==> src/rtl/core/kei_pkg.sv <==
// ----------------------------------------------------------------------------
// kei_pkg
// Types and constants of the keyframe interpolator.
// ----------------------------------------------------------------------------
package kei_pkg;

  typedef enum logic [1:0] {
    CMD_INSERT, CMD_CHANGE, CMD_DELETE, CMD_QUERY
  } cmd_t;

  localparam logic [6:0] APPEND_IDX = 7'd64;

  localparam logic [2:0] EASE_LINEAR = 3'd0;
  localparam logic [2:0] EASE_SINE   = 3'd1;
  localparam logic [2:0] EASE_CUBIC  = 3'd2;
  localparam logic [2:0] EASE_RCUBIC = 3'd3;
  localparam logic [2:0] EASE_FREEZE = 3'd4;
  localparam logic [2:0] EASE_HIDE   = 3'd5;

  localparam logic [1:0] ST_DONE   = 2'd0;
  localparam logic [1:0] ST_REJECT = 2'd1;
  localparam logic [1:0] ST_HIDDEN = 2'd2;

  // sine polynomial coefficients, Q30
  localparam logic [30:0] SIN_C1 = 31'd1686629713;
  localparam logic [30:0] SIN_C3 = 31'd693598668;
  localparam logic [30:0] SIN_C5 = 31'd85569306;
  localparam logic [30:0] SIN_C7 = 31'd5026995;
  localparam logic [30:0] SIN_C9 = 31'd172272;
  localparam logic [30:0] Q30_ONE = 31'h4000_0000;

  typedef logic signed [31:0] comp_t;
  typedef comp_t [2:0] vec_t;

  typedef struct packed {
    logic [15:0] dur;
    logic [2:0]  easing;
    vec_t        pos;
    vec_t        scale;
  } key_t;

  typedef enum logic [1:0] {LD_HOLD, LD_PREV, LD_NEXT, LD_NEW} load_sel_t;

  typedef struct packed {
    logic act;
    logic found;
  } wave_t;

  typedef enum logic [2:0] {T_IDLE, T_SCAN, T_POS, T_SCALE, T_DONE} ctl_state_t;

  typedef enum logic [3:0] {
    B_IDLE, B_DIV, B_SQ, B_CU, B_CUR, B_XX, B_X2, B_PM, B_PR,
    B_SX, B_SR, B_SS, B_SSR, B_MUL, B_ADD, B_DONE
  } blend_state_t;

  // Horner coefficients after the C9 seed
  function automatic logic [30:0] sin_coef(input logic [1:0] i);
    logic [30:0] c;
    case (i)
      2'd0:    c = SIN_C7;
      2'd1:    c = SIN_C5;
      2'd2:    c = SIN_C3;
      default: c = SIN_C1;
    endcase
    return c;
  endfunction

endpackage

==> src/rtl/core/kei_div.sv <==
// ----------------------------------------------------------------------------
// kei_div
// Restoring divider, one quotient bit per cycle: (num << FB) / den,
// clamped to one in Q(FB).
// ----------------------------------------------------------------------------
module kei_div #(
  parameter int FB = 16
) (
  input  logic        clk,
  input  logic        rst,
  input  logic        start,
  input  logic [16:0] num,
  input  logic [15:0] den,
  output logic        done,
  output logic [FB:0] quo
);
  localparam int NW = 17 + FB;
  localparam int CNTW = $clog2(NW + 1);
  localparam logic [NW-1:0] ONE = NW'(1) << FB;

  logic [NW-1:0]   dvd;
  logic [NW-1:0]   q;
  logic [16:0]     rem;
  logic [15:0]     den_q;
  logic [CNTW-1:0] cnt;
  logic            run;
  logic [16:0]     rem_sh;
  logic [17:0]     diff;

  assign rem_sh = {rem[15:0], dvd[NW-1]};
  assign diff   = {1'b0, rem_sh} - {2'b0, den_q};

  always_ff @(posedge clk) begin
    if (rst) begin
      run  <= 1'b0;
      done <= 1'b0;
      cnt  <= '0;
    end else begin
      done <= 1'b0;
      if (start) begin
        run <= 1'b1;
        cnt <= '0;
      end else if (run) begin
        cnt <= cnt + 1'b1;
        if (cnt == CNTW'(NW - 1)) begin
          run  <= 1'b0;
          done <= 1'b1;
        end
      end
    end
  end

  always_ff @(posedge clk) begin
    if (start) begin
      dvd   <= {num, FB'(0)};
      rem   <= '0;
      q     <= '0;
      den_q <= den;
    end else if (run) begin
      dvd <= dvd << 1;
      if (!diff[17]) begin
        rem <= diff[16:0];
        q   <= {q[NW-2:0], 1'b1};
      end else begin
        rem <= rem_sh;
        q   <= {q[NW-2:0], 1'b0};
      end
    end
  end

  assign quo = (q > ONE) ? ONE[FB:0] : q[FB:0];

endmodule

==> src/rtl/core/kei_blend.sv <==
// ----------------------------------------------------------------------------
// kei_blend
// Eases one three-component vector from a toward b: divide for t, shape the
// weight on a shared registered multiplier, then blend each component.
// ----------------------------------------------------------------------------
module kei_blend #(
  parameter int FB = 16
) (
  input  logic          clk,
  input  logic          rst,
  input  logic          start,
  input  kei_pkg::vec_t a,
  input  kei_pkg::vec_t b,
  input  logic [2:0]    easing,
  input  logic [16:0]   num,
  input  logic [15:0]   dur,
  output logic          done,
  output kei_pkg::vec_t res
);
  import kei_pkg::*;

  localparam int MW = 34;
  localparam logic [FB:0] ONE = (FB + 1)'(1) << FB;
  localparam logic signed [35:0] SAT_HI = 36'sh0_7FFF_FFFF;
  localparam logic signed [35:0] SAT_LO = -36'sh0_8000_0000;

  blend_state_t state, state_next;

  vec_t        a_q, b_q;
  logic [2:0]  e_q;
  logic [FB:0] v, w;
  logic [30:0] x, x2, p, s;
  logic [1:0]  pc, c;

  logic signed [MW-1:0]   ma, mb;
  logic signed [2*MW-1:0] prod;

  logic        div_start, div_done;
  logic [FB:0] quo;
  logic [FB:0] c3;
  logic [31:0] s_raw;
  logic [FB:0] w_raw;
  logic signed [35:0] r;

  kei_div #(.FB(FB)) u_div (
    .clk   (clk),
    .rst   (rst),
    .start (div_start),
    .num   (num),
    .den   (dur),
    .done  (div_done),
    .quo   (quo)
  );

  always_ff @(posedge clk) begin
    prod <= ma * mb;
  end

  assign c3    = prod[FB +: FB + 1];
  assign s_raw = prod[61:30];
  assign w_raw = prod[60-FB +: FB + 1];
  assign r     = 36'(a_q[c]) + 36'(prod >>> FB);

  always_ff @(posedge clk) begin
    if (rst) begin
      state <= B_IDLE;
    end else begin
      state <= state_next;
    end
  end

  always_comb begin
    state_next = state;
    div_start  = 1'b0;
    ma         = '0;
    mb         = '0;
    done       = 1'b0;
    unique case (state)
      B_IDLE: begin
        if (start) begin
          if (a == b || easing > EASE_HIDE) begin
            state_next = B_DONE;
          end else begin
            div_start  = 1'b1;
            state_next = B_DIV;
          end
        end
      end
      B_DIV: begin
        if (div_done) begin
          unique case (e_q)
            EASE_CUBIC, EASE_RCUBIC: state_next = B_SQ;
            EASE_SINE:               state_next = B_XX;
            default:                 state_next = B_MUL;
          endcase
        end
      end
      B_SQ: begin
        ma = MW'(v);
        mb = MW'(v);
        state_next = B_CU;
      end
      B_CU: begin
        ma = MW'(c3);
        mb = MW'(v);
        state_next = B_CUR;
      end
      B_CUR: state_next = B_MUL;
      B_XX: begin
        ma = MW'(x);
        mb = MW'(x);
        state_next = B_X2;
      end
      B_X2: state_next = B_PM;
      B_PM: begin
        ma = MW'(p);
        mb = MW'(x2);
        state_next = B_PR;
      end
      B_PR: state_next = (pc == 2'd3) ? B_SX : B_PM;
      B_SX: begin
        ma = MW'(p);
        mb = MW'(x);
        state_next = B_SR;
      end
      B_SR: state_next = B_SS;
      B_SS: begin
        ma = MW'(s);
        mb = MW'(s);
        state_next = B_SSR;
      end
      B_SSR: state_next = B_MUL;
      B_MUL: begin
        ma = MW'(b_q[c]) - MW'(a_q[c]);
        mb = MW'(w);
        state_next = B_ADD;
      end
      B_ADD: state_next = (c == 2'd2) ? B_DONE : B_MUL;
      B_DONE: begin
        done       = 1'b1;
        state_next = B_IDLE;
      end
      default: state_next = B_IDLE;
    endcase
  end

  always_ff @(posedge clk) begin
    case (state)
      B_IDLE: begin
        a_q <= a;
        b_q <= b;
        e_q <= easing;
        c   <= '0;
        if (a == b) begin
          res <= a;
        end else begin
          res <= '0;
        end
      end
      B_DIV: begin
        w  <= (e_q == EASE_LINEAR) ? quo : ONE;
        v  <= (e_q == EASE_RCUBIC) ? ONE - quo : quo;
        x  <= 31'(quo) << (30 - FB);
      end
      B_CUR: w <= (e_q == EASE_CUBIC) ? c3 : ONE - c3;
      B_X2: begin
        x2 <= prod[60:30];
        p  <= SIN_C9;
        pc <= '0;
      end
      B_PR: begin
        p  <= sin_coef(pc) - prod[60:30];
        pc <= pc + 1'b1;
      end
      B_SR: s <= (s_raw > 32'(Q30_ONE)) ? Q30_ONE : s_raw[30:0];
      B_SSR: w <= (w_raw > ONE) ? ONE : w_raw;
      B_ADD: begin
        if (r > SAT_HI) begin
          res[c] <= comp_t'(SAT_HI[31:0]);
        end else if (r < SAT_LO) begin
          res[c] <= comp_t'(SAT_LO[31:0]);
        end else begin
          res[c] <= r[31:0];
        end
        c <= c + 1'b1;
      end
      default: ;
    endcase
  end

endmodule

==> config.mk <==
export PLATFORM = sky130hd
export DESIGN_NAME = kei_blend
export DESIGN_NICKNAME = d
export VERILOG_FILES = /design/src/rtl/core/kei_pkg.sv /design/src/rtl/core/kei_div.sv /design/src/rtl/core/kei_blend.sv
export SDC_FILE = /design/constraint.sdc
export NUM_CORES = 2
export LEC_CHECK = 0
export BUFFER_PORTS_ARGS = -buffer_cell sky130_fd_sc_hd__buf_2
export CELL_PAD_IN_SITES_DETAIL_PLACEMENT = 0
export CELL_PAD_IN_SITES_GLOBAL_PLACEMENT = 2
export CORE_MARGIN = 1
export CORE_UTILIZATION = 38
export CTS_CLUSTER_SIZE = 25
export DETAILED_ROUTE_END_ITERATION = 16
export PLACE_DENSITY_LB_ADDON = 0.1
export SYNTH_ARGS = -nofsm -noshare
export SYNTH_HDL_FRONTEND = slang
export SYNTH_SLANG_ARGS = --single-unit
==> constraint.sdc <==
create_clock -name clk -period 17.6 [get_ports clk]
set_clock_uncertainty 0.2 [all_clocks]
set_input_delay 0.88 -clock clk [delete_from_list [all_inputs] [get_ports clk]]
set_output_delay 0.88 -clock clk [all_outputs]
set_load 0.05 [all_outputs]
==> flow_summary.json <==
{
  "status": "finished, final reports clean",
  "vdd_ir_drop_max_mv": 0.1557,
  "place_hpwl_um": 200400,
  "met3_usage_pct": 4.470,
  "grt_pass1_wl_um": 366400,
  "clkSinkCount": 578,
  "cts_root_buf": "clkbuf_16",
  "tns_ns": 0,
  "drtAntennaViolNets": 0,
  "area_growth_pct": 10.38,
  "drt-pass1-iter-count": 7,
  "track_usage_pct": 29.19,
  "wirelength_um": 249200,
  "finish.utilization_pct": 42.23,
  "drive_gt1_share_pct": 9.621,
  "tightest_slew_ns": 1.401,
  "nets": 8508,
  "fp.dieH_um": 414.8,
  "worstSetupStartpointType": "register",
  "slowest_stage": "o31ai_1",
  "clk_latency_ns": 0.68,
  "ys_types": 90,
  "critical_path.max_stage_delay_ns": 0.78,
  "antenna_found_initial": 11,
  "timing.fmax_mhz": 74.80,
  "num_rows": 151,
  "drv_cap": 0,
  "ys_warn_count": 0,
  "p_leak_uw": 0.03271,
  "fin_crit_sh_pct": 75.96,
  "path_max_fanout": 26,
  "worstReg2RegEnd": "prod[56]$_DFF_P_",
  "yosysSeqAreaShare_pct": 25.15,
  "mostFrequentLayoutCell": "inv_1",
  "cts_hold_buffers": 0,
  "numPortBuffers": 327,
  "drt_iter0_markers": 3890,
  "core_sq_um": 169300,
  "final_hold_viol_count": 0,
  "holdPathStages": 1,
  "synthCells": 6662,
  "cpMostUsedCell": "fa_1",
  "wire_per_inst_um": 27.10,
  "start_util_pct": 38.26,
  "cp-end-kind": "register",
  "cts_setup_buffers": 0,
  "crit_start": "c[0]$_SDFFCE_PN0P_",
  "arrival_ns": 13.73,
  "grtUsageMet1_pct": 39.76,
  "synthesis.area_sq_um": 64760,
  "worstPathRequired_ns": 17.96,
  "avgSynthCellArea_sq_um": 9.721,
  "cts_resized": 0,
  "die_area_sq_um": 172100,
  "regToRegSetupSlack_ns": 4.23,
  "dieWidth_um": 414.8,
  "fillers": 16850,
  "hold_path_class": "input port to register",
  "drv_slew": 0,
  "overflow": 0,
  "top_usage_layer": "met2",
  "synth_edf_count": 471,
  "grt_start_max_net_pins": 193,
  "p_per_area_nw_per_um2": 158.5,
  "crit_type": "register to register",
  "reg2regPathDepth": 38,
  "met2_usage_pct": 48.24,
  "grt_pass1_vias": 51800,
  "cts_buffers": 60,
  "setup_violations": 0,
  "routabilityCongestion": 0.9310,
  "fin_crit_ns": 13.37,
  "clk_path_buf_depth": 3,
  "synth_flop_cell": "edfxtp_1",
  "vias_per_cell": 5.326,
  "relSlewSlack_pct": 6.631,
  "timing.rr.start": "c[0]$_SDFFCE_PN0P_",
  "synth-seq-cells": 578,
  "endpoint": "prod[56]$_DFF_P_",
  "ioPinCount": 328,
  "drt_drc_violations_left": 0,
  "cts_tree": "yes",
  "vias": 48970,
  "synth-async-reset-ratio_pct": 0,
  "grt_setup_unrepaired": "no",
  "htreeDepth": 2,
  "final_cell_mix": "1141 x inv_1, 1052 x fa_1, 850 x nand2_1, 827 x nor2_1, 471 x edfxtp_1",
  "cts.reportedPaths.clkPinSlew_ns": 0.07
}
-- metrics by stage --
stage          setup WS, ns  power (uW)  hold WS, ns  cell area (sq um)  instances
6_report              4.231       11330       0.1682              71480       9196
5_1_grt               3.435       12050       0.1356              71470       9192
4_1_cts               4.115       11330       0.1224              71470       9192
3_5_place_dp          4.209        9907       0.2559              69450       9079
3_3_place_gp          4.310        9943       0.2508              69450       9079
2_1_floorplan         5.816        7180       0.2064              64900       6697
-- cell type report --
| type | count | area [sq um] | area share [%] |
|---|---|---|---|
| inverter | 1143 | 4290 | 6.002 |
| tap | 2218 | 2775 | 3.882 |
| antenna | 4 | 10.01 | 0.01400 |
| sequential | 578 | 16290 | 22.79 |
| timing repair buffer | 469 | 2715 | 3.798 |
| clock buffer | 81 | 1737 | 2.429 |
| multi-input combinational | 4671 | 43380 | 60.69 |
| clock inverter | 32 | 282.8 | 0.3956 |
-- how the worst min path moves through the flow --
| stage | to | slack, ns | from |
|---|---|---|---|
| floorplan | x2[21]$_DFFE_PP_ | 0.21 | prod[51]$_DFF_P_ |
| global placement | u_div.rem[15]$_SDFFE_PP0P_ | 0.25 | u_div.rem[15]$_SDFFE_PP0P_ |
| detailed placement | u_div.rem[15]$_SDFFE_PP0P_ | 0.26 | u_div.rem[15]$_SDFFE_PP0P_ |
| CTS | u_div.den_q[10]$_DFFE_PP_ | 0.12 | dur[10] |
| global route | u_div.den_q[12]$_DFFE_PP_ | 0.14 | dur[12] |
| finish | u_div.den_q[0]$_DFFE_PP_ | 0.17 | dur[0] |
-- layer usage --
metal  share of wire, %  up-vias
li1                   -    21820
met1                 44    25350
met2                 47     1535
met3                6.0      255
met4                3.1       16
met5              0.051        -
-- power breakdown --
| part | total, uW | switching [uW] | internal, uW |
|---|---|---|---|
| logic | 7470 | 5180 | 2280 |
| registers | 2520 | 364 | 2160 |
| clock network | 1340 | 600 | 740 |
-- critical path: cells and delay by family, from the launching register on --
kind                       cells  cell delay, ns
AOI/OAI and AO/OA             16            5.04
xor gates and xnor gates       1            0.13
adders and majority gates     10            4.70
buffers and inverters          3            0.63
DFF                            1            0.68
muxes                          2            0.66
and+or+nand+nor                6            1.15
-- cells by family (layout without fill, tap and decap cells) --
group / Yosys count / in the layout / share of synthesized area, %
xor+xnor: 262 / 262 / 3.543
fa+ha+maj: 1354 / 1354 / 38.36
buf+inv: 1448 / 1725 / 8.497
other cells: 2 / 41 / 0.01160
simple gates: 2126 / 2126 / 13.93
mux: 119 / 119 / 1.876
flops: 578 / 578 / 25.15
compound gates: 773 / 773 / 8.638
-- flip-flops by register name, indices dropped and copies added, names as in the netlist, 17 cells and up --
register / cells
a_q: 96
b_q: 96
res: 96
prod: 46
u_div.q: 33
p: 31
s: 31
x2: 31
u_div.dvd: 17
v: 17
w: 17
-- cell usage after synthesis (31+ instances only) --
master	instances	area [sq um]
nand2_1	850	3191
dfxtp_1	107	2142
nor3_1	51	255.2
a21oi_1	163	815.8
o21ai_0	122	610.6
a21o_1	68	510.5
nor4_1	31	193.9
ha_1	302	3779
xor2_1	94	823.3
nand3_1	73	365.4
nand2b_1	41	256.5
inv_1	1142	4287
o21a_1	38	285.3
fa_1	1052	21060
edfxtp_1	471	14140
nor2_1	835	3134
xnor2_1	168	1471
nand4_1	38	237.7
mux2i_1	100	1001
clkbuf_1	253	949.7
a22oi_1	32	240.2
o2111ai_1	46	402.9
a221o_1	60	600.6
and2_1	68	425.4
(Power assumes the default switching activity.)
