[config.mk]
export PLATFORM = sky130hd
export DESIGN_NAME = kei_cell
export DESIGN_NICKNAME = d
export VERILOG_FILES = /design/src/rtl/core/kei_pkg.sv /design/src/rtl/core/kei_cell.sv
export SDC_FILE = /design/constraint.sdc
export NUM_CORES = 1
export LEC_CHECK = 0
export BUFFER_PORTS_ARGS = -buffer_cell sky130_fd_sc_hd__buf_2
export CORE_AREA = 5 5 358 360
export DETAILED_ROUTE_END_ITERATION = 8
export DIE_AREA = 0 0 363 365
export SYNTH_ARGS = -nofsm -noshare
export SYNTH_HDL_FRONTEND = slang
export SYNTH_SLANG_ARGS = --single-unit
[constraint.sdc]
create_clock -name clk -period 4.94 [get_ports clk]
set_clock_uncertainty 0.05 [all_clocks]
set_input_delay 0.247 -clock clk [delete_from_list [all_inputs] [get_ports clk]]
set_output_delay 0.247 -clock clk [all_outputs]
set_load 0.005 [all_outputs]
[src/rtl/core/kei_pkg.sv]
// ----------------------------------------------------------------------------
// kei_pkg
// Types and constants of the keyframe interpolator.
// ----------------------------------------------------------------------------
package kei_pkg;

  typedef enum logic [1:0] {
    CMD_INSERT, CMD_CHANGE, CMD_DELETE, CMD_QUERY
  } cmd_t;

  localparam logic [6:0] APPEND_IDX = 7'd64;

  localparam logic [2:0] EASE_LINEAR = 3'd0;
  localparam logic [2:0] EASE_SINE   = 3'd1;
  localparam logic [2:0] EASE_CUBIC  = 3'd2;
  localparam logic [2:0] EASE_RCUBIC = 3'd3;
  localparam logic [2:0] EASE_FREEZE = 3'd4;
  localparam logic [2:0] EASE_HIDE   = 3'd5;

  localparam logic [1:0] ST_DONE   = 2'd0;
  localparam logic [1:0] ST_REJECT = 2'd1;
  localparam logic [1:0] ST_HIDDEN = 2'd2;

  // sine polynomial coefficients, Q30
  localparam logic [30:0] SIN_C1 = 31'd1686629713;
  localparam logic [30:0] SIN_C3 = 31'd693598668;
  localparam logic [30:0] SIN_C5 = 31'd85569306;
  localparam logic [30:0] SIN_C7 = 31'd5026995;
  localparam logic [30:0] SIN_C9 = 31'd172272;
  localparam logic [30:0] Q30_ONE = 31'h4000_0000;

  typedef logic signed [31:0] comp_t;
  typedef comp_t [2:0] vec_t;

  typedef struct packed {
    logic [15:0] dur;
    logic [2:0]  easing;
    vec_t        pos;
    vec_t        scale;
  } key_t;

  typedef enum logic [1:0] {LD_HOLD, LD_PREV, LD_NEXT, LD_NEW} load_sel_t;

  typedef struct packed {
    logic act;
    logic found;
  } wave_t;

  typedef enum logic [2:0] {T_IDLE, T_SCAN, T_POS, T_SCALE, T_DONE} ctl_state_t;

  typedef enum logic [3:0] {
    B_IDLE, B_DIV, B_SQ, B_CU, B_CUR, B_XX, B_X2, B_PM, B_PR,
    B_SX, B_SR, B_SS, B_SSR, B_MUL, B_ADD, B_DONE
  } blend_state_t;

  // Horner coefficients after the C9 seed
  function automatic logic [30:0] sin_coef(input logic [1:0] i);
    logic [30:0] c;
    case (i)
      2'd0:    c = SIN_C7;
      2'd1:    c = SIN_C5;
      2'd2:    c = SIN_C3;
      default: c = SIN_C1;
    endcase
    return c;
  endfunction

endpackage

[src/rtl/core/kei_cell.sv]
// ----------------------------------------------------------------------------
// kei_cell
// One key slot of the chain: holds a key, shifts with its neighbors on
// insert and delete, and passes the running duration sum on a query.
// ----------------------------------------------------------------------------
module kei_cell #(
  parameter int SUM_W = 23
) (
  input  logic                clk,
  input  logic                rst,
  input  kei_pkg::load_sel_t  sel,
  input  kei_pkg::key_t       key_new,
  input  kei_pkg::key_t       key_prev,
  input  kei_pkg::key_t       key_next,
  input  logic                key_valid,
  input  logic [15:0]         frame,
  input  kei_pkg::wave_t      wave_in,
  input  logic [SUM_W-1:0]    cum_in,
  output kei_pkg::wave_t      wave_out,
  output logic [SUM_W-1:0]    cum_out,
  output kei_pkg::key_t       key,
  output logic                hit,
  output logic [15:0]         step
);
  import kei_pkg::*;

  logic [SUM_W-1:0] cum_here;

  assign cum_here = cum_in + SUM_W'(key.dur);
  assign hit = wave_in.act && !wave_in.found && key_valid &&
               (SUM_W'(frame) < cum_here);
  assign step = 16'(SUM_W'(frame) - cum_in);

  always_ff @(posedge clk) begin
    case (sel)
      LD_PREV: key <= key_prev;
      LD_NEXT: key <= key_next;
      LD_NEW:  key <= key_new;
      default: key <= key;
    endcase
  end

  always_ff @(posedge clk) begin
    if (rst) begin
      wave_out <= '0;
    end else begin
      wave_out.act   <= wave_in.act;
      wave_out.found <= wave_in.found | hit;
    end
  end

  always_ff @(posedge clk) begin
    cum_out <= key_valid ? cum_here : cum_in;
  end

endmodule

==> results of run 1 <==
-- flip-flops by register name (all words and copies together), names as in the netlist --
register,cells
key,211
cum_out,23
wave_out,2
-- power by group --
| group | switching (mW) | internal, mW | total [mW] |
|---|---|---|---|
| Sequential | 0.0767 | 2.46 | 2.53 |
| Combinational | 1.09 | 1.03 | 2.12 |
| Clock | 1.13 | 1.72 | 2.85 |
| Total | 2.30 | 5.21 | 7.51 |
-- cell type report --
type                            instances  area, sq um  area share [%]
Clock buffer                           43         1001           3.900
Antenna cell                           52        130.1          0.5070
Timing Repair Buffer                 1362         8939           34.83
Clock inverter                         22        266.5           1.038
Inverter                               28        105.1          0.4095
Sequential cell                       236         6837           26.64
Tap cell                             1650         2064           8.044
Multi-Input combinational cell        948         6322           24.63
-- worst max-delay path, delay by kind of cell, from the launching register on --
family	cells	cell delay, ns
buffers and inverters	25	2.33
AOI/OAI and AO/OA	6	1.01
adders and majority gates	2	0.57
and+or+nand+nor	1	0.48
DFF	1	0.43
-- metal layers --
metal | routed length, um | track usage [%] | share of wire (%)
met4 | 3408 | 3.553 | 3.0
met3 | 17630 | 10.10 | 15
met2 | 53790 | 27.91 | 47
met1 | 39460 | 17.18 | 34
met5 | 384 | 0 | 0.33
-- worst paths after layout --
check	endpoint	slack (ns)	cells past startpoint
max	cum_out[14]	-0.05	34
min	wave_out[0]	0.01	4
max reg2reg	cum_out[14]	-0.05	34
min reg2reg	cum_out[0]	0.62	2
-- stage by stage --
| stage | area (sq um) | util, % |
|---|---|---|
| floorplan | 13480 | - |
| global placement | 20100 | 16.11 |
| detailed placement | 20100 | 16.11 |
| CTS | 25470 | 20.42 |
| global route | 25570 | 20.50 |
| finish | 25660 | 20.57 |
-- timing repair --
item / 4_1_cts / 5_1_grt
endpoints found under the hold margin: 216 / 0
hold buffers: 385 / 0
setup buffers: 29 / 4
pin swaps: 11 / 12
setup endpoints to repair: 1 / 3
gates resized for setup: 8 / 9
-- cells by family (layout without fill, tap and decap cells) --
family / Yosys count / after routing / synth area share [%]
and+or+nand+nor: 333 / 333 / 10.31
AOI/OAI and AO/OA: 313 / 313 / 12.88
DFF: 236 / 236 / 50.73
muxes: 221 / 221 / 16.42
buffers and inverters: 105 / 1455 / 2.943
adders and majority gates: 48 / 48 / 4.568
xor gates and xnor gates: 33 / 33 / 2.145
other: 0 / 52 / 0
-- cell usage after synthesis (all sizes together), types with 2 or more instances --
| cell | n | area [sq um] |
|---|---|---|
| a211o | 2 | 17.52 |
| a211oi | 4 | 35.03 |
| a21boi | 3 | 22.52 |
| a21o | 5 | 38.79 |
| a21oi | 244 | 1221 |
| a311oi | 4 | 35.03 |
| a31o | 2 | 17.52 |
| a31oi | 3 | 18.77 |
| a41oi | 2 | 17.52 |
| and3 | 6 | 37.54 |
| buf | 24 | 92.59 |
| clkbuf | 53 | 198.9 |
| dfxtp | 25 | 500.5 |
| edfxtp | 211 | 6336 |
| fa | 2 | 40.04 |
| ha | 46 | 575.6 |
| inv | 28 | 105.1 |
| mux2i | 220 | 2202 |
| nand2 | 25 | 93.84 |
| nand2b | 6 | 37.54 |
| nand3 | 9 | 45.04 |
| nand3b | 2 | 15.01 |
| nand4 | 6 | 37.54 |
| nor2 | 247 | 927.1 |
| nor2b | 8 | 50.05 |
| nor3 | 10 | 50.05 |
| nor4 | 2 | 12.51 |
| o211ai | 3 | 22.52 |
| o21a | 6 | 45.04 |
| o21ai | 23 | 115.1 |
| o21bai | 3 | 22.52 |
| o221ai | 2 | 23.77 |
| or2 | 5 | 31.28 |
| or3 | 3 | 18.77 |
| xnor2 | 17 | 148.9 |
| xor2 | 16 | 140.1 |
==> impl_metrics.toml, run 1 <==
[setup_path]
reg2reg_from = "key[195]"
worstPathArrival_ns = 5.36
crit_fanout = 4
crit_top_cell = "buf_4"
worstSetupStartpointType = "flop"
path_class = "flop to flop"
cp-end-kind = "flop"
slowest_stage = "or4_4"
slowest_delay_ns = 0.48
required_ns = 5.31
startpoint = "key[195]"

[synthesis]
yosys_warnings = 0
ys_seq_area_share_pct = 50.73
synth_nets = 2016
syn_inst = 1289
avgSynthCellArea_sq_um = 10.46
synthesis.area_sq_um = 13480
synth_edf_count = 211
synth_cell_types = 54
ys.flop_type = "edfxtp_1"
ys_ff_latch = 236
async_flop_share_pct = 0

[drt]
drc = 0
ant_nets = 0
dr.pass1.iters = 5
drt_wl_total_mm = 114.7
viasPerCell = 3.774
wl_per_cell_um = 26.41
via_count = 16385
drt_iter0_markers = 1003

[timing]
layout_setup_ws_ns = -0.05276
finalSetupViolCount = 2
max_freq_ghz = 0.2003
min_period_ns = 4.993
post-route-period-util_pct = 101.1
rsz0062_at_grt = "yes"
slew_violations = 0
slew_headroom_pct = 39.57
timing.hold.ws_ns = 0.01333
finalHoldViolations = 0
worst_pin_slew_ns = 0.9065
tns_ns = -0.05488

[clock_tree]
cts_buffers = 37
clock_path_buffers = 3
cts-root-buf = "clkbuf_16"
clk_pin_slew_ns = 0.06
cts_tree = "built"
cts_max_level = 2
cts.sinks = 236
clkLatencyLatePin_ns = 0.57

[placement]
gp_congestion = 0.9349
dp_slack_ns = 0.2722
dp_cells = 3807
dp_hpwl_mm = 97.81
io_buffers = 931

[global_routing]
grt_pass1_wl_mm = 145.5
grt-ovfl-total = 0
grt_start_max_net_pins = 143
grt_antenna_before_repair = 179
grt_pass1_vias = 16441
grt.total_usage_pct = 16.34

[final_layout]
final-instance-count-excl-fill = 4341
mostFrequentLayoutCells = "buf_2, dlygate4sd3_1, nor2_1"
fillers = 13891
areaGrowthSynthToFinish_pct = 90.44
drive_gt1_share_pct = 40.20
layout_commonest_cell = "buf_2"
layout.nets = 3340

[power_and_ir_drop]
powerDensity_nw_per_um2 = 292.6
vdd_drop_max_v = 0.0002209
power_leakage_nw = 11.49
fin_total_pwr_mw = 7.510

[min_path]
min_from = "wave_in[1]"
hp-class = "input port to flop"

[floorplanning]
die_area_sq_um = 132500
num_rows = 130
die_w_um = 363
core_area_sq_um = 124800
start_util_pct = 10.80
die_height_um = 365
pin_count = 932

[status]
outcome = "finished with violations"
violations = "setup timing"

[job]
drv_cap = 0
Power figures use the tool's default switching activity.
==> run 2: changes to the inputs <==
--- a/config.mk
+++ b/config.mk
@@ -5,10 +5,11 @@
 export SDC_FILE = /design/constraint.sdc
 export NUM_CORES = 1
 export LEC_CHECK = 0
-export BUFFER_PORTS_ARGS = -buffer_cell sky130_fd_sc_hd__buf_2
+export BUFFER_PORTS_ARGS = -buffer_cell sky130_fd_sc_hd__buf_4
 export CORE_AREA = 5 5 358 360
 export DETAILED_ROUTE_END_ITERATION = 8
 export DIE_AREA = 0 0 363 365
+export PLACE_DENSITY_LB_ADDON = 0.15
 export SYNTH_ARGS = -nofsm -noshare
 export SYNTH_HDL_FRONTEND = slang
 export SYNTH_SLANG_ARGS = --single-unit
==> constraint.sdc (replaced) <==
create_clock -name clk -period 6.05 [get_ports clk]
set_clock_uncertainty 0.05 [all_clocks]
set_input_delay 0.3025 -clock clk [delete_from_list [all_inputs] [get_ports clk]]
set_output_delay 0.3025 -clock clk [all_outputs]
set_load 0.005 [all_outputs]
==> run 2 against run 1 <==
The flow now finishes without violations. Die area did not move. Design area decreased by 1.0%. Highest routed layer unchanged. Largest cell class unchanged. Sequential power decreased by 18%. Non-clock buffer count decreased by 248.
==> impl_metrics.toml, run 2 (same netlist as run 1, synthesis figures left out) <==
[global_routing]
grt-ovfl-total = 0
grt_antenna_before_repair = 42
grt_start_max_net_pins = 130
grt_pass1_wl_mm = 115.8
grt.total_usage_pct = 12.36
grt_pass1_vias = 15372

[timing]
post-route-period-util_pct = 90.52
finalHoldViolations = 0
slew_violations = 0
worst_pin_slew_ns = 1.165
finalSetupViolCount = 0
min_period_ns = 5.477
max_freq_ghz = 0.1826
layout_setup_ws_ns = 0.5733
rsz0062_at_grt = "no"
slew_headroom_pct = 20.12
tns_ns = 0

[floorplanning]
die_area_sq_um = 132500
core_area_sq_um = 124800
die_w_um = 363
start_util_pct = 10.80
num_rows = 130
pin_count = 932
die_height_um = 365

[clock_tree]
clkLatencyLatePin_ns = 0.57
cts_buffers = 36
cts.sinks = 236
cts_tree = "built"
cts_max_level = 2
clk_pin_slew_ns = 0.06
clock_path_buffers = 3
cts-root-buf = "clkbuf_16"
cts_setup_buffers = 0
cts_resized = 0

[final_layout]
mostFrequentLayoutCells = "buf_4, nor2_1, a21oi_1"
final_cell_area_sq_um = 25410
layout.nets = 3091
reg_top3 = "key (211), cum_out (23), wave_out (2)"
drive_gt1_share_pct = 42.28
layout_commonest_cell = "buf_4"
areaGrowthSynthToFinish_pct = 88.52
final_util_pct = 20.36
fillers = 13775
regMostFlops = "key"
largest_reg_flops = 211

[drt]
wl_per_cell_um = 21.63
dr.pass1.iters = 5
drt_wl_total_mm = 87.63
via_count = 14335
drc = 0
ant_nets = 0
viasPerCell = 3.539
drt_iter0_markers = 512

[power_and_ir_drop]
power_frac_comb_pct = 27.9
vdd_drop_max_v = 0.0001512
p_int_mw = 4.291
power_leakage_nw = 11.29
seqPwrFrac_pct = 34.4
switching_share_pct = 28.98
powerDensity_nw_per_um2 = 237.8
p_sw_mw = 1.751
clkPwrFrac_pct = 37.8

[setup_path]
startpoint = "cum_in[0]"
worstPathArrival_ns = 5.12
reg2reg_from = "key[195]"
worstSetupStartpointType = "input port"
path_class = "input port to output port"
slowest_delay_ns = 0.59
slowest_stage = "dlygate4sd3_1"
rrSetupSlack_ns = 1.71
path_cells = "dlygate4sd3_1, buf_4, ha_1, fa_1, a21oi_1, o21bai_1, or4_4, a21bo_1, a21o_1, a21oi_1, xor2_1, ha_1, and4_1, a21oi_1, a21boi_0, a311oi_1, a31oi_1, a311oi_1, buf_4"
crit_top_cell = "a21oi_1"
required_ns = 5.70
cp-end-kind = "output port"
crit_fanout = 4

[placement]
placed_area_sq_um = 22410
dp_hpwl_mm = 73.38
io_buffers = 931
dp_slack_ns = 1.174
gp_congestion = 0.8697

[job]
drv_cap = 0

[status]
outcome = "finished clean"

[min_path]
min_from = "key_prev[137]"
hp-class = "input port to flop"
## run 2: power by group through the flow
| stage | logic [mW] | registers, mW | clock network (mW) |
|---|---|---|---|
| floorplan | 0.555 | 2.13 | 0 |
| detailed placement | 1.63 | 2.11 | 0 |
| global placement | 1.63 | 2.10 | 0 |
| CTS | 1.74 | 2.08 | 2.41 |
| global route | 1.85 | 2.09 | 2.46 |
| finish | 1.68 | 2.08 | 2.28 |
## run 2: worst max-delay path, delay by kind of cell
family,cells,cell delay (ns)
fa+ha+maj,3,0.93
simple gates,2,0.64
buf+inv,3,0.91
xor+xnor,1,0.19
compound gates,10,2.14
## run 2: path summary, 6_finish.rpt
path | endpoint | cells after the start
worst max register to register | wave_out[0] | 16
worst max-delay path | hit | 19
worst min-delay path | key[137] | 3
worst min register to register | cum_out[0] | 2
## run 2: per-stage QoR
step,std cells,hold slack (ns),power (mW)
finish,4051,0.04355,6.042
global route,4048,0.005312,6.405
CTS,4039,0.00006062,6.228
detailed placement,3804,0.4279,3.735
global placement,3804,0.4232,3.735
floorplan,1289,0.3241,2.681
## run 2: repair_timing
item                                    CTS  global route
endpoints found under the setup margin    0             0
endpoints found under the hold margin   155             0
hold buffers                            172             0
## run 2: area by class of cell
class                           count  area (sq um)  area share, %
Clock inverter                     23         324.1          1.276
Timing Repair Buffer             1114          8884          34.97
Inverter                           28         105.1         0.4137
Multi-Input combinational cell    948          6246          24.59
Antenna cell                       12         30.03         0.1182
Sequential cell                   236          6837          26.91
Tap cell                         1650          2064          8.126
Clock buffer                       40         915.9          3.605
## run 2: routing by layer
metal	GRT usage [%]	wire (um)	vias up
li1	-	-	6901
met3	4.880	7835	127
met2	23.37	46450	575
met4	3.638	2373	10
met5	0	69	-
met1	12.52	30910	6722
==> run 3: changes to the inputs <==
--- a/config.mk
+++ b/config.mk
@@ -5,10 +5,12 @@
 export SDC_FILE = /design/constraint.sdc
 export NUM_CORES = 1
 export LEC_CHECK = 0
+export ABC_AREA = 1
 export BUFFER_PORTS_ARGS = -buffer_cell sky130_fd_sc_hd__buf_4
-export CORE_AREA = 5 5 358 360
+export CORE_AREA = 5 5 356 358
 export DETAILED_ROUTE_END_ITERATION = 8
-export DIE_AREA = 0 0 363 365
+export DIE_AREA = 0 0 361 363
+export MAX_ROUTING_LAYER = met4
 export PLACE_DENSITY_LB_ADDON = 0.15
 export SYNTH_ARGS = -nofsm -noshare
 export SYNTH_HDL_FRONTEND = slang
==> run 3 against run 2 <==
Combinational power increased by 11%. Power is 1.7% higher. Clock power down 3%. Register-to-register slack improved by 0.35 ns. Synthesized area grew 0.62%. Die area fell by 1.1%.
==> impl_metrics.toml, run 3 <==
[power_and_ir_drop]
powerDensity_nw_per_um2 = 222.3
fin_total_pwr_mw = 6.144
vdd_drop_max_v = 0.0001571
power_leakage_nw = 12.69

[synthesis]
yosysTopAreaCell = "edfxtp_1"
async_flop_share_pct = 0
synth_edf_count = 211
synthSimpleGateAreaFrac_pct = 34.83
synth_xor_xnor_area_share_pct = 1.808
synthesis.area_sq_um = 13560
synth_mux_area_share_pct = 0
synth_nets = 2386
avgSynthCellArea_sq_um = 8.174
synth_top_family_by_area = "simple AND/OR/NAND/NOR gates"
synthMostInstantiatedCell = "nand2_1"
synth_area_leaders = "edfxtp_1, nand3_1, nand2_1"
syn_inst = 1659
synth-compound-area-share_pct = 3.073
yosys_warnings = 0
ys.flop_type = "edfxtp_1"
netlist_top_cells_count = "nand2_1, nand3_1, edfxtp_1"
ys_ff_latch = 236
synth_cell_types = 34
synth_fa_ha_area_share_pct = 4.540
synth_top_area_share_pct = 46.72
ys_seq_area_share_pct = 50.42

[timing]
rsz0062_at_grt = "no"
timing.hold.ws_ns = 0.05039
slew_headroom_pct = 28.22
post-route-period-util_pct = 72.64
max_freq_ghz = 0.2275
finalHoldViolations = 0
tns_ns = 0
slew_violations = 0
min_period_ns = 4.395
worst_pin_slew_ns = 1.077
finalSetupViolCount = 0

[final_layout]
multiInputGateArea_sq_um = 6011
final_cell_area_sq_um = 27640
layout_commonest_cell = "buf_4"
final-instance-count-excl-fill = 4630
largest_reg_flops = 211
fillers = 13915
regArea_sq_um = 6837
reg_top3 = "key (211), cum_out (23), wave_out (2)"
mostFrequentLayoutCells = "buf_4, nand2_1, nand3_1"
drive_gt1_share_pct = 34.13
regMostFlops = "key"
areaGrowthSynthToFinish_pct = 103.8
layout.nets = 3674

[drt]
via_count = 17219
drt_iter0_markers = 697
wl_per_cell_um = 21.25
ant_nets = 0
viasPerCell = 3.719
drt_wl_total_mm = 98.39
drc = 0
dr.pass1.iters = 6

[setup_path]
slowest_stage = "dlygate4sd3_1"
path_cells = "dlygate4sd3_1, buf_4, ha_1, fa_1, nand3_1, nand3_2, nand2_1, nand2_1, a31oi_1, xor2_1, ha_1, nand2_1, inv_1, nand3_1, inv_1, a21oi_1, nand2_1, nand2_1, nand2_1, nand3_1, nand2_2, inv_1, buf_4"
path_class = "input port to output port"
cp_num_buf_inv = 6
cp_top_family = "simple AND/OR/NAND/NOR gates"
required_ns = 5.70
worstPathArrival_ns = 4.04
cp-end-kind = "output port"
crit_fanout = 5
crit_top_cell = "nand2_1"
slowest_delay_ns = 0.58
worstSetupStartpointType = "input port"

[floorplanning]
die_w_um = 361
num_rows = 129
die_height_um = 363
start_util_pct = 11.03
pin_count = 932
core_area_sq_um = 123000
die_area_sq_um = 131000

[clock_tree]
cts_setup_buffers = 0
clkLatencyLatePin_ns = 0.57
cts.sinks = 236
cts_tree = "built"
cts_buffers = 37
clk_pin_slew_ns = 0.05
clock_path_buffers = 3
cts_max_level = 2
cts-root-buf = "clkbuf_16"

[placement]
io_buffers = 931
dp_cells = 4142
dp_hpwl_mm = 78.28
placed_area_sq_um = 22390
gp_congestion = 0.8566

[global_routing]
grt.total_usage_pct = 14.59
grt_antenna_before_repair = 20
grt_pass1_vias = 18473
grt_start_max_net_pins = 134
grt-ovfl-total = 0
grt_pass1_wl_mm = 135.1

[status]
outcome = "finished clean"

[min_path]
hp-class = "input port to flop"

[job]
drv_cap = 0
==> run 3: changes by cell type after synthesis, moves of 8 or more <==
cell / previous run / this run
nor2_1: 247 / 23
inv_1: 28 / 87
buf_1: 22 / 0
a21oi_1: 244 / 32
mux2i_1: 220 / 0
nor2b_1: 8 / 0
clkbuf_1: 53 / 79
nand3_1: 9 / 443
buf_2: 2 / 20
nand2_1: 25 / 589
==> run 3: worst paths after layout <==
check	start	end	slack [ns]	cells after the start
min reg2reg	key[196]	cum_out[1]	0.77	3
max reg2reg	key[195]	wave_out[0]	2.06	21
max	cum_in[0]	hit	1.66	23
min	key_next[160]	key[160]	0.05	3
==> run 3: logic make-up after synthesis <==
family	Yosys count
xor gates and xnor gates	28
adders and majority gates	48
and+or+nand+nor	1086
buffers and inverters	186
AOI/OAI and AO/OA	75
DFF	236
==> run 3: layout make-up <==
class	instances	area share, %
inverters	87	1.209
clock buffers	53	3.834
diodes	19	0.1720
clock inverters	13	0.4164
flip-flops and latches	236	24.73
well taps	1637	7.410
multi-input cells	1237	21.74
repair buffers	1348	40.48
==> run 3: worst reg2reg max path: stages, from the launching register on <==
cell and delay (ns):
edfxtp_1 0.40, ha_1 0.27, fa_1 0.48, nand3_1 0.13, nand3_2 0.14, nand2_1 0.10
nand2_1 0.13, a31oi_1 0.23, xor2_1 0.24, ha_1 0.29, nand2_1 0.08, inv_1 0.04
nand3_1 0.08, inv_1 0.05, a21oi_1 0.14, nand2_1 0.12, nand2_1 0.07, nand2_1 0.05
nand3_1 0.13, nand2_2 0.08, a21oi_2 0.11, dlygate4sd3_1 0.54
==> run 3: where the power goes <==
group	switching [mW]	total (mW)	internal [mW]
combinational	0.869	1.86	0.995
clock	0.904	2.21	1.30
sequential	0.0649	2.08	2.01
==> run 3: routing by layer <==
| layer | vias to the layer above | wire length [um] | track usage [%] |
|---|---|---|---|
| li1 | 8261 | - | - |
| met1 | 8295 | 37610 | 15.50 |
| met3 | 63 | 9469 | 6.071 |
| met5 | - | 0 | - |
| met2 | 600 | 50170 | 26.03 |
| met4 | 0 | 1139 | 1.989 |
==> run 3: timing repair <==
action	CTS	global route
hold buffers	403	0
endpoints found under the hold margin	217	0
resized for setup	0	0
==> run 3: through the flow <==
step / setup WS, ns / utilization, %
after floorplan: 2.173 / -
after global placement: 2.254 / 18.20
after detailed placement: 2.252 / 18.20
after CTS: 1.617 / 22.44
after global routing: 1.350 / 22.47
final: 1.655 / 22.48
